==> config.mk <==
export PLATFORM = sky130hd
export DESIGN_NAME = msm_seq
export DESIGN_NICKNAME = d
export VERILOG_FILES = /design/src/hw/rtl/msm_pkg.sv /design/src/hw/rtl/msm_seq.sv
export SDC_FILE = /design/constraint.sdc
export NUM_CORES = 1
export LEC_CHECK = 0
export ABC_AREA = 1
export BUFFER_PORTS_ARGS = -buffer_cell sky130_fd_sc_hd__buf_4
export CAP_MARGIN = 30
export CORE_MARGIN = 1.5
export CORE_UTILIZATION = 50
export CTS_BUF_LIST = sky130_fd_sc_hd__clkbuf_8
export CTS_CLUSTER_SIZE = 24
export DETAILED_ROUTE_END_ITERATION = 16
export PLACE_DENSITY = 0.8
export SYNTH_ARGS = -nofsm -noshare
export SYNTH_HDL_FRONTEND = slang
export SYNTH_SLANG_ARGS = --single-unit
==> constraint.sdc <==
create_clock -name clock -period 3.8 [get_ports clock]
set_input_delay 0.38 -clock clock [delete_from_list [all_inputs] [get_ports clock]]
set_output_delay 0.38 -clock clock [all_outputs]
set_load 0.005 [all_outputs]
==> src/hw/rtl/msm_pkg.sv <==
// msm_pkg: sizes, payload types, sequencer states and control structs
// for the minimum sum of segment maxima block
// no dependencies
package msm_pkg;

   // sequence storage and arithmetic sizes
   localparam int MAX_ITEMS   = 256;
   localparam int VALUE_BITS  = 16;
   localparam int TOTAL_BITS  = 24;
   localparam int SEG_BITS    = 9;
   localparam int COUNT_BITS  = $clog2(MAX_ITEMS + 1);
   localparam int INDEX_BITS  = $clog2(MAX_ITEMS);
   localparam int CMP_BITS    = (COUNT_BITS > SEG_BITS) ? COUNT_BITS : SEG_BITS;

   localparam logic [TOTAL_BITS-1:0] TOTAL_MAX = {TOTAL_BITS{1'b1}};
   localparam logic [SEG_BITS-1:0]   SEG_RESET = SEG_BITS'(1);

   // request and response payloads
   typedef struct packed {
      logic [VALUE_BITS-1:0] value;
      logic                  last_value;
   } req_type;

   typedef struct packed {
      logic [TOTAL_BITS-1:0] min_total;
      logic                  impossible;
   } rsp_type;

   // sequencer states
   typedef enum logic [2:0] {
      ST_LOAD,
      ST_INIT,
      ST_INIT_END,
      ST_SCAN,
      ST_DRAIN,
      ST_WRITE,
      ST_RESULT
   } msm_state_type;

   // control for the shared max/add/min unit, issued with the memory reads
   typedef struct packed {
      logic valid;     // a read was issued this cycle
      logic first;     // first element of a scan: start from empty run
      logic init_row;  // first row: running maximum only
   } msm_ctl_type;

endpackage

==> src/hw/rtl/msm_seq.sv <==
// msm_seq: load counter and sequencer for the rolling dynamic program
// depends on msm_pkg
module msm_seq
   import msm_pkg::*;
(
   input  logic                  clock,
   input  logic                  reset,
   input  logic                  req_valid,
   input  req_type               req_data,
   output logic                  req_ready,
   input  logic [SEG_BITS-1:0]   seg_count,
   input  logic                  slot_free,
   output logic                  done,
   output rsp_type               result,
   output logic                  val_we,
   output logic [INDEX_BITS-1:0] val_waddr,
   output logic [INDEX_BITS-1:0] val_raddr,
   output logic                  row_we,
   output logic [INDEX_BITS-1:0] row_waddr,
   output logic [TOTAL_BITS-1:0] row_wdata,
   output logic [INDEX_BITS-1:0] row_raddr,
   output msm_ctl_type           ctl,
   input  logic [VALUE_BITS-1:0] run_new,
   input  logic [TOTAL_BITS-1:0] best
);

   msm_state_type           state_ff, state_in;
   logic [COUNT_BITS-1:0]   count_ff, count_in;
   logic [SEG_BITS-1:0]     d_ff, d_in;
   logic [SEG_BITS-1:0]     s_ff, s_in;
   logic [INDEX_BITS-1:0]   i_ff, i_in;
   logic [INDEX_BITS-1:0]   k_ff, k_in;
   logic [INDEX_BITS-1:0]   k_dly_ff;
   logic                    init_wr_ff;
   logic [TOTAL_BITS-1:0]   total_ff, total_in;
   logic                    imp_ff, imp_in;

   logic                    accept;
   logic                    store;
   logic [COUNT_BITS-1:0]   n_new;
   logic                    too_few;
   logic [INDEX_BITS-1:0]   last_idx;
   logic                    k_at_floor;
   logic                    i_at_floor;
   logic                    last_row;

   // decode of the current position
   always_comb begin
      accept     = (state_ff == ST_LOAD) && req_valid;
      store      = (count_ff != COUNT_BITS'(MAX_ITEMS));
      n_new      = count_ff + COUNT_BITS'(store);
      too_few    = (seg_count == '0) || (CMP_BITS'(seg_count) > CMP_BITS'(n_new));
      last_idx   = INDEX_BITS'(count_ff - COUNT_BITS'(1));
      k_at_floor = (CMP_BITS'(k_ff) + CMP_BITS'(1)) == CMP_BITS'(s_ff);
      i_at_floor = (CMP_BITS'(i_ff) + CMP_BITS'(1)) == CMP_BITS'(s_ff);
      last_row   = (s_ff == d_ff);
   end

   // next state
   always_comb begin
      state_in = state_ff;
      case (state_ff)
         ST_LOAD: begin
            if (accept && req_data.last_value) begin
               state_in = too_few ? ST_RESULT : ST_INIT;
            end
         end
         ST_INIT: begin
            if (k_ff == last_idx) begin
               state_in = ST_INIT_END;
            end
         end
         ST_INIT_END: begin
            state_in = (d_ff == SEG_BITS'(1)) ? ST_RESULT : ST_SCAN;
         end
         ST_SCAN: begin
            if (k_at_floor) begin
               state_in = ST_DRAIN;
            end
         end
         ST_DRAIN: begin
            state_in = ST_WRITE;
         end
         ST_WRITE: begin
            state_in = (i_at_floor && last_row) ? ST_RESULT : ST_SCAN;
         end
         ST_RESULT: begin
            if (slot_free) begin
               state_in = ST_LOAD;
            end
         end
         default: begin
            state_in = ST_LOAD;
         end
      endcase
   end

   // counters and result registers
   always_comb begin
      count_in = count_ff;
      d_in     = d_ff;
      s_in     = s_ff;
      i_in     = i_ff;
      k_in     = k_ff;
      total_in = total_ff;
      imp_in   = imp_ff;
      case (state_ff)
         ST_LOAD: begin
            if (accept) begin
               count_in = n_new;
               if (req_data.last_value) begin
                  d_in     = seg_count;
                  k_in     = '0;
                  total_in = '0;
                  imp_in   = too_few;
               end
            end
         end
         ST_INIT: begin
            k_in = k_ff + INDEX_BITS'(1);
         end
         ST_INIT_END: begin
            total_in = TOTAL_BITS'(run_new);
            s_in     = SEG_BITS'(2);
            i_in     = last_idx;
            k_in     = last_idx;
         end
         ST_SCAN: begin
            k_in = k_ff - INDEX_BITS'(1);
         end
         ST_WRITE: begin
            if (last_row && (i_ff == last_idx)) begin
               total_in = best;
            end
            if (i_at_floor) begin
               s_in = s_ff + SEG_BITS'(1);
               i_in = last_idx;
               k_in = last_idx;
            end else begin
               i_in = i_ff - INDEX_BITS'(1);
               k_in = i_ff - INDEX_BITS'(1);
            end
         end
         ST_RESULT: begin
            if (slot_free) begin
               count_in = '0;
            end
         end
         default: begin
         end
      endcase
   end

   // outputs
   always_comb begin
      req_ready    = (state_ff == ST_LOAD);
      done         = (state_ff == ST_RESULT);
      result       = '{min_total: total_ff, impossible: imp_ff};
      val_we       = accept && store;
      val_waddr    = count_ff[INDEX_BITS-1:0];
      val_raddr    = k_ff;
      row_raddr    = k_ff - INDEX_BITS'(1);
      ctl          = '0;
      ctl.valid    = (state_ff == ST_INIT) || (state_ff == ST_SCAN);
      ctl.init_row = (state_ff == ST_INIT);
      ctl.first    = ((state_ff == ST_INIT) && (k_ff == '0)) ||
                     ((state_ff == ST_SCAN) && (k_ff == i_ff));
      row_we       = init_wr_ff || (state_ff == ST_WRITE);
      row_waddr    = init_wr_ff ? k_dly_ff : i_ff;
      row_wdata    = init_wr_ff ? TOTAL_BITS'(run_new) : best;
   end

   // control registers
   always_ff @(posedge clock) begin
      if (reset) begin
         state_ff   <= ST_LOAD;
         count_ff   <= '0;
         init_wr_ff <= 1'b0;
      end else begin
         state_ff   <= state_in;
         count_ff   <= count_in;
         init_wr_ff <= (state_ff == ST_INIT);
      end
   end

   // loop indices and result
   always_ff @(posedge clock) begin
      d_ff     <= d_in;
      s_ff     <= s_in;
      i_ff     <= i_in;
      k_ff     <= k_in;
      k_dly_ff <= k_ff;
      total_ff <= total_in;
      imp_ff   <= imp_in;
   end

endmodule

==> impl_metrics.py <==
metrics = {
    "status": {
        "outcome": "complete, no violations",
    },
    "clock_tree": {
        "tritoncts": "done",
        "clock-sinks": 80,
        "cts_root_buffer": "clkbuf_8",
        "post_cts_resize_count": 0,
        "numCtsBuffers": 9,
        "number_of_hold_buffers_added_after_cts": 0,
        "cts_setup_buffers": 0,
        "clkTransAtPathRegs_ps": 90,
        "htree_levels": 3,
        "clk-insertion-delay-late_ps": 370,
        "cts-root-to-sink-buffers": 2,
    },
    "placed_design": {
        "place.gp.congestion": 0.959,
        "numPlacedInstances": 1057,
        "dp_slack_ps": 644,
        "hpwl_um": 12400,
        "placement.io_buffers": 141,
    },
    "critical_path": {
        "critical_path.max_fanout": 9,
        "cp-startpoint": "count_ff[2]",
        "timing.critical_path.to_type": "register",
        "cp.required_ps": 4110,
        "max_stage_delay_cell_worst_path": "dfxtp_1",
        "cpLargestDelayFamily": "simple AND/OR/NAND/NOR gates",
        "timing_worst_setup_path_type": "register to register",
        "max_stage_delay_ps": 610,
        "timing.critical_path.cells": "nor2_4 > inv_1 > nor2_2 > nand4_1 > ha_1 > nand3_1 > nor3_1 > nand3_1 > xor2_1 > inv_1 > ha_1 > nand2_1 > nor2_1 > nand3b_1 > o2111ai_1 > nand2_1 > nand2_1 > nand2_1 > nand3_1 > nand2_1 > a21oi_1",
        "timing.critical_path.from_type": "register",
        "setup.reg_to_reg.worst_slack_ps": 580,
        "rr_startpoint": "count_ff[2]",
        "critical_path_buf_inv_count": 2,
        "timing.rr.end": "state_ff[2]",
        "path_common_cell": "nand2_1",
        "timing.critical_path.arrival_ps": 3530,
        "timing.reg2reg.worst_path_depth": 21,
    },
    "logic_synthesis": {
        "postSynthNetCount": 893,
        "synth_top_area_cell": "edfxtp_1",
        "ys.warnings.count": 0,
        "post-synth-top-count-cell": "nand2_1",
        "synth.top_cells.by_count": "230 x nand2_1, 98 x inv_1, 86 x nor2_1",
        "synth_cell_type_count": 41,
        "syn-cell-area_um2": 5770,
        "synth_enable_flop_cells": 59,
        "synthTopCellsByArea": "edfxtp_1 31%, nand2_1 15%, dfxtp_1 7.3%, inv_1 6.4%, nor2_1 5.6%",
        "ys_dominant_reg_cell": "edfxtp_1",
        "synth.yosys.seq_area_share_pct": 38.0,
        "syn-instance-count": 804,
        "synth_async_sr_flop_share_pct": 0,
        "post_synthesis_mean_instance_area_um2": 7.18,
        "synth_top_cell_area_share_pct": 30.7,
        "ys_ff_latch": 80,
    },
    "floorplan": {
        "die-area_um2": 12200,
        "floorplan.die.width_um": 110,
        "ios": 158,
        "die_h_um": 110,
        "floorplan.rows": 39,
        "initial_utilization_pct": 51.0,
        "core_region_area_um2": 11300,
    },
    "timing": {
        "fmaxAchievable_ghz": 0.310,
        "fin_worst_skew_ps": 6.61,
        "timing.max_slew.rel_slack_pct": 38.9,
        "timing_hold_violations_final": 0,
        "period_minus_slack_ps": 3220,
        "final_max_slew_viol_count": 0,
        "final.setup.worst_slack_ps": 576,
        "rsz0062_at_grt": "false",
        "setup_viol": 0,
        "tightestPinTransition_ps": 916,
        "hold_slack_ps": 209,
        "layout_worst_path_cycle_share_pct": 84.9,
        "totalNegativeSetupSlack_ps": 0,
    },
    "final_layout": {
        "n_antenna_cell": 0,
        "final_net_count": 1014,
        "final_core_util_pct": 62.2,
        "area_growth_syn_to_layout_pct": 22.1,
        "layoutNonFillerInstCount": 1073,
        "ratio_of_cells_with_drive_above_1_in_the_final_layout_pct": 20.4,
    },
    "hold_path": {
        "min_from": "seg_count[3]",
        "worstHoldEndpoint": "d_ff[3]",
        "whs_path_depth": 1,
        "worst_hold_path_type": "input pin to register",
    },
    "grt": {
        "overflow": 0,
        "gr-usage-all-layers_pct": 26.5,
        "grt_max_degree": 58,
        "antenna_found_initial": 0,
        "grt_pass1_vias": 5214,
        "global_route_wire_length_before_repair_um": 26100,
    },
    "routing": {
        "detail_route.first_pass.iterations": 5,
        "routed_wl_um": 16500,
        "final_antenna_net_count": 0,
        "drt_iter0_markers": 692,
        "remaining_drc_errors": 0,
        "vias_per_cell": 5.39,
        "drt-wirelength-per-cell_um": 15.4,
        "vias": 5786,
    },
    "power_and_ir_drop": {
        "worst_ir_drop_vdd_mv": 0.374,
        "static-leakage-power_nw": 3.37,
        "cellPowerDensity_nw_per_um2": 705,
    },
    "run": {
        "max-cap-violations": 0,
    },
}
[how the worst max path moves through the flow]
stage,depth (start not counted),slack [ps],to
after floorplan,9,190,total_ff[0]
after global placement,21,780,state_ff[2]
after detailed placement,21,640,state_ff[2]
after CTS,21,620,state_ff[2]
after global routing,21,250,state_ff[1]
final,21,580,state_ff[2]
[flip-flops by register name, indices dropped and copies added, names as in the netlist, 3 cells and up]
register   count
k_dly_ff       8
s_ff           9
count_ff       9
d_ff           9
val_raddr      8
total_ff      24
i_ff           8
state_ff       3
[placed cells by master (no fill, tap or decap), drive strengths merged, types with 3 or more instances in the layout]
| cell type | instances |
|---|---|
| nand2 | 231 |
| nor2 | 94 |
| ha | 19 |
| a221oi | 4 |
| a21oi | 28 |
| mux2i | 5 |
| xnor2 | 9 |
| buf | 150 |
| nand4 | 19 |
| xor2 | 26 |
| edfxtp | 59 |
| or2 | 3 |
| dfxtp | 21 |
| nor3 | 12 |
| inv | 104 |
| o21ai | 53 |
| clkbuf | 9 |
| nand3 | 55 |
| o22ai | 8 |
| nor4 | 4 |
[power breakdown]
part | switching (mW) | internal [mW] | leakage [nW]
combinational | 1.49 | 1.05 | 2.54
sequential | 0.396 | 1.38 | 0.736
clock | 0.344 | 0.310 | 0.0964
total | 2.23 | 2.74 | 3.37
[layer usage]
| metal | part of all wire [%] | track usage (%) | wire [um] |
|---|---|---|---|
| met1 | 41 | 33.7 | 6700 |
| met2 | 46 | 44.1 | 7540 |
| met3 | 10 | 5.38 | 1700 |
| met4 | 3.4 | 10.7 | 558 |
| met5 | 0 | 0 | 0 |
[worst register-to-register path, cell delays in order (launching register included)]
cell and delay [ps]:
dfxtp_1 610, nor2_4 80, inv_1 80, nor2_2 40
nand4_1 90, ha_1 150, nand3_1 100, nor3_1 300
nand3_1 140, xor2_1 200, inv_1 80, ha_1 300
nand2_1 70, nor2_1 140, nand3b_1 110, o2111ai_1 110
nand2_1 100, nand2_1 100, nand2_1 80, nand3_1 100
nand2_1 60, a21oi_1 110
[cells by family after synthesis]
family          after synthesis  synth area share (%)
simple gates                422                  31.0
buf+inv                     142                  10.8
compound gates              101                  9.95
flops                        80                  38.0
xor+xnor                     35                  5.31
fa+ha+maj                    19                  4.12
mux                           5                 0.867
[metrics by stage]
stage | cell area, um^2 | total power [mW]
floorplan | 5770 | 3.18
global placement | 6840 | 4.25
detailed placement | 6840 | 4.29
CTS | 7050 | 4.94
global route | 7050 | 5.30
finish | 7050 | 4.97
[layout make-up]
| cell class | instances | area, um^2 |
|---|---|---|
| fill | 1015 | 4270 |
| multi-input combinational | 582 | 2960 |
| sequential | 80 | 2190 |
| timing repair buffer | 150 | 1130 |
| inverter | 102 | 383 |
| tap | 143 | 179 |
| clock buffer | 9 | 124 |
| clock inverter | 7 | 80.1 |
(Power assumes the default switching activity.)
